==> src/sv/tcce_pkg.sv <==
`timescale 1ns / 1ps
// Shared types and constants of the text console cursor engine.
package tcce_pkg;

    // Command codes of an input transaction
    typedef enum logic [1:0] {
        CMD_PUT   = 2'd0,
        CMD_CLEAR = 2'd1,
        CMD_READ  = 2'd2,
        CMD_NONE  = 2'd3
    } cmd_t;

    localparam logic [7:0] CH_NEWLINE  = 8'd10;
    localparam logic [7:0] CH_RETURN   = 8'd13;
    localparam logic [7:0] CH_SPACE    = 8'd32;
    localparam logic [7:0] RESET_COLOR = 8'd15;

    // Controller to datapath
    typedef struct packed {
        logic accept;     // latch the input transaction
        logic exec;       // decode the item, move the cursor, issue a read
        logic fill;       // write one blank cell at the sweep counter
        logic fill_init;  // blank in reset color instead of text color
        logic scroll;     // one step of the scroll copy
        logic capture;    // take read data into the result
        logic deliver;    // load the output register
        logic cnt_clear;  // restart the sweep counter
    } ctrl_cmd_t;

    // Datapath to controller
    typedef struct packed {
        cmd_t cmd;
        logic need_scroll;
        logic read_ok;
        logic fill_done;
        logic scroll_done;
        logic out_free;
    } dp_status_t;

endpackage

==> src/sv/tcce_ctrl.sv <==
`timescale 1ns / 1ps
// Sequencing state machine of the text console cursor engine.
module tcce_ctrl import tcce_pkg::*; (
    input  logic       clk,
    input  logic       rst_n,
    input  logic       in_valid,
    output logic       in_stall,
    input  dp_status_t status,
    output ctrl_cmd_t  ctrl
);

    typedef enum logic [7:0] {
        S_INIT   = 8'b0000_0001,
        S_IDLE   = 8'b0000_0010,
        S_EXEC   = 8'b0000_0100,
        S_READ   = 8'b0000_1000,
        S_SCROLL = 8'b0001_0000,
        S_CLEAR  = 8'b0010_0000,
        S_DONE   = 8'b0100_0000,
        S_SPARE  = 8'b1000_0000
    } state_t;

    state_t state_reg;
    state_t state_next;

    always_ff @(posedge clk or negedge rst_n)
    begin
        if (!rst_n)
        begin
            state_reg <= S_INIT;
        end
        else
        begin
            state_reg <= state_next;
        end
    end

    assign in_stall = (state_reg != S_IDLE);

    always_comb
    begin
        state_next = state_reg;
        ctrl       = '0;
        unique case (state_reg)
            S_INIT:
            begin
                ctrl.fill      = 1'b1;
                ctrl.fill_init = 1'b1;
                if (status.fill_done)
                begin
                    state_next = S_IDLE;
                end
            end
            S_IDLE:
            begin
                if (in_valid)
                begin
                    ctrl.accept = 1'b1;
                    state_next  = S_EXEC;
                end
            end
            S_EXEC:
            begin
                ctrl.exec      = 1'b1;
                ctrl.cnt_clear = 1'b1;
                unique case (status.cmd)
                    CMD_PUT:   state_next = status.need_scroll ? S_SCROLL : S_DONE;
                    CMD_CLEAR: state_next = S_CLEAR;
                    CMD_READ:  state_next = status.read_ok ? S_READ : S_DONE;
                    default:   state_next = S_DONE;
                endcase
            end
            S_READ:
            begin
                ctrl.capture = 1'b1;
                state_next   = S_DONE;
            end
            S_SCROLL:
            begin
                ctrl.scroll = 1'b1;
                if (status.scroll_done)
                begin
                    state_next = S_DONE;
                end
            end
            S_CLEAR:
            begin
                ctrl.fill = 1'b1;
                if (status.fill_done)
                begin
                    state_next = S_DONE;
                end
            end
            S_DONE:
            begin
                if (status.out_free)
                begin
                    ctrl.deliver = 1'b1;
                    state_next   = S_IDLE;
                end
            end
            default:
            begin
                state_next = S_IDLE;
            end
        endcase
    end

endmodule

==> config.mk <==
export PLATFORM = sky130hd
export DESIGN_NAME = tcce_ctrl
export DESIGN_NICKNAME = d
export VERILOG_FILES = /design/src/sv/tcce_pkg.sv /design/src/sv/tcce_ctrl.sv
export SDC_FILE = /design/constraint.sdc
export NUM_CORES = 1
export LEC_CHECK = 0
export ABC_AREA = 1
export BUFFER_PORTS_ARGS = -buffer_cell sky130_fd_sc_hd__buf_2
export CAP_MARGIN = 20
export CORE_MARGIN = 5
export CORE_UTILIZATION = 35
export CTS_CLUSTER_SIZE = 12
export DETAILED_ROUTE_END_ITERATION = 6
export PLACE_DENSITY_LB_ADDON = 0.3
export SLEW_MARGIN = 20
export SYNTH_ARGS = -nofsm -noshare
export SYNTH_HDL_FRONTEND = slang
export SYNTH_SLANG_ARGS = --single-unit
export TNS_END_PERCENT = 50
==> constraint.sdc <==
create_clock -name clk -period 1.2 [get_ports clk]
set_input_delay 0.12 -clock clk [delete_from_list [all_inputs] [get_ports clk]]
set_output_delay 0.12 -clock clk [all_outputs]
set_load 0.01 [all_outputs]
==> results.md <==
- Max-cap violations: 0
- Final setup margin: -0.263 ns
- Port bufs: 18
- Crit path DAT: approximately 1.3 ns
- Later-pin clock latency in the skew report: about 0.26 ns
- Dpl ws: -0.0708 ns
- Vias in the first global route: about 580
- Status: complete, but fails checks
- Routed length per instance: ~12 microns
- Clock-pin slew on the worst setup and hold paths: around 0.06 ns
- Post-Syn Instances: 84
- Initial antenna violation count: 0
- Max reg flops: 7
- Clock Skew: about 0.0016 ns
- Synth area leader: dfrtp_1
- Final Slew Violations: 0
- Final GP Congestion: 0.785
- Leakage power: 0.492 nW
- Die Width: 48.3 microns
- Syn-to-layout area delta: 74.6%
- Die Ht: approximately 48 microns
- Layout cells sized above 1: 0.576
- Initial Utilization: 0.380
- VDD IR max: ~1000 uV
- Max frequency: just under 700 MHz
- Synth top cells by count: nand2_1 (23), nor2_1 (18), inv_1 (14), nand3_1 (7), dfrtp_1 (6)
- RSZ-0062 raised after global routing: true
- Post-synthesis sequential area ratio: 0.344
- First-pass iteration count of the detailed router: 4
- Critical path type: reg -> out
- Total GRT Usage: 0.139
- DRC violation count after routing: 0
- Total CTS buffers: 3
- Mean Syn Cell Area: just over 6 sq um
- Fillers: between 100 and 150
- CP Capture Type: output pin
- Total grt overflow: 0
- Critical Path RT: around 1.1 ns
- Final worst path period need: 1.46 ns
- FF+latch area: roughly 180 sq um
- Max clock buf depth: 2
- Worst slew pin tran: around 0.21 ns
- Final Hold Fails: 0
- Multi-input logic area: around 390 sq um
- Cell area power density: between 1500 and 2000 mW/mm^2
- Share of flip-flops with an asynchronous set or reset: 1.00
- Core area: around 0.0014 sq mm
- I/O pin cnt: 19
- Cell Area, Synth: a little over 500 sq um
- Most common cell in the synthesized netlist: nand2_1
- Syn nets: 94
- CTS tree: built
- Crit Path Max Fanout: 3
- Synth Warn #: 0
- Post-DP HPWL: between 1 and 1.5 mm
- Flops & latches, synth: 7
- Routed wire length: 1.62 mm
- Failing checks: setup timing
- Final Net Count: around 130
- Final core occ: 0.664
- Synth top area share: 0.293
- Cell variety after synth: 15
- Synth top area cells: dfrtp_1 (29%), nand2_1 (17%), nor2_1 (13%)
- Hold Path Class: in -> reg
- CTS sink cnt: 7
- Site row count: 13
- Post-synth EDFFs: 0
- Die footprint: ~0.0023 sq mm
- Detail Route Antenna Nets: 0
- Iter 0 DRT Violations: 11
- Slew HR: 0.861
- Routed via count: 645
- Share of the clock period used by the worst path: 1.22
- ANT cells: 0
- Critical Path Source Type: flop
- Largest net degree at the start of global routing: 8
- First-pass GRT wire length: 2.27 mm
- Post-synth top flop: dfrtp_1
- Setup violators final: 15
- Vias per inst: about 4.8
- H-tree depth: 1
- Root buf cell: clkbuf_4
## layout by cell type, fill, tap and decap left out, drive strengths merged
cell type	count
a21oi	1
nor2	24
nor3	2
dfrtp	6
dfstp	1
clkbuf	4
nand3	7
nand3b	1
nand4	1
dlygate4sd3	1
inv	15
buf	30
nand2	25
## worst paths after layout
path | start | to | slack (ns) | cells past startpoint
worst max register to register | state_reg[2] | state_reg[6] | -0.16 | 10
worst min-delay path | status[5] | state_reg[3] | 0.08 | 2
worst min register to register | state_reg[4] | state_reg[6] | 0.67 | 3
min in group asynchronous | rst_n | state_reg[5] | 0.22 | 2
max in group asynchronous | rst_n | state_reg[0] | 0.75 | 2
worst max-delay path | state_reg[5] | ctrl[1] | -0.26 | 5
## per-stage QoR
step / instance area (sq um) / hold slack [ns] / total power [mW] / TNS, ns / instances
5_1_grt: 896 / 0.0795 / 1.64 / -3.76 / 133
6_report: 896 / 0.0758 / 1.53 / -2.71 / 133
4_1_cts: 757 / 0.0724 / 1.32 / -1.86 / 127
3_5_place_dp: 644 / -0.0379 / 0.903 / -0.203 / 120
2_1_floorplan: 513 / -0.176 / 0.731 / 0 / 84
3_3_place_gp: 644 / -0.0399 / 0.892 / -0.111 / 120
## routing by layer
layer	share of wire	track usage	vias to the layer above
met5	0	0	-
met4	0.011	0.0484	0
met3	0.054	0.0332	3
met2	0.54	0.250	16
met1	0.40	0.158	306
li1	-	-	320
## cells by family (layout without fill, tap and decap cells)
group | after synthesis | in the layout | synth area share
simple gates | 60 | 60 | 0.522
compound gates | 1 | 1 | 0.00975
flops | 7 | 7 | 0.344
buf+inv | 16 | 50 | 0.124
## worst max-delay path, cell delays in order (launching register included)
cell     delay [ns]
dfrtp_1        0.41
buf_4          0.15
nor3_2         0.23
nand2_1        0.09
nor2_1         0.08
buf_2          0.13
## timing repair
item,4_1_cts,5_1_grt
cloned,0,0
hold buffers,1,0
pin swaps,5,8
resized for setup,19,24
setup buffers,2,6
hold endpoints to repair,7,0
endpoints found under the setup margin,12,15
## where the power goes
part | total (mW) | switching (mW) | internal (mW)
clock | 0.225 | 0.0972 | 0.128
sequential | 0.347 | 0.0602 | 0.287
combinational | 0.962 | 0.538 | 0.424
total | 1.53 | 0.695 | 0.839
## area by class of cell
cell class                 count  share of cell area
timing repair buffer          31               0.253
multi-input combinational     61               0.436
inverter                      15              0.0628
tap                           15              0.0209
sequential                     7               0.198
clock buffer                   4              0.0293
Note: power is estimated with default switching activity, not from simulation.
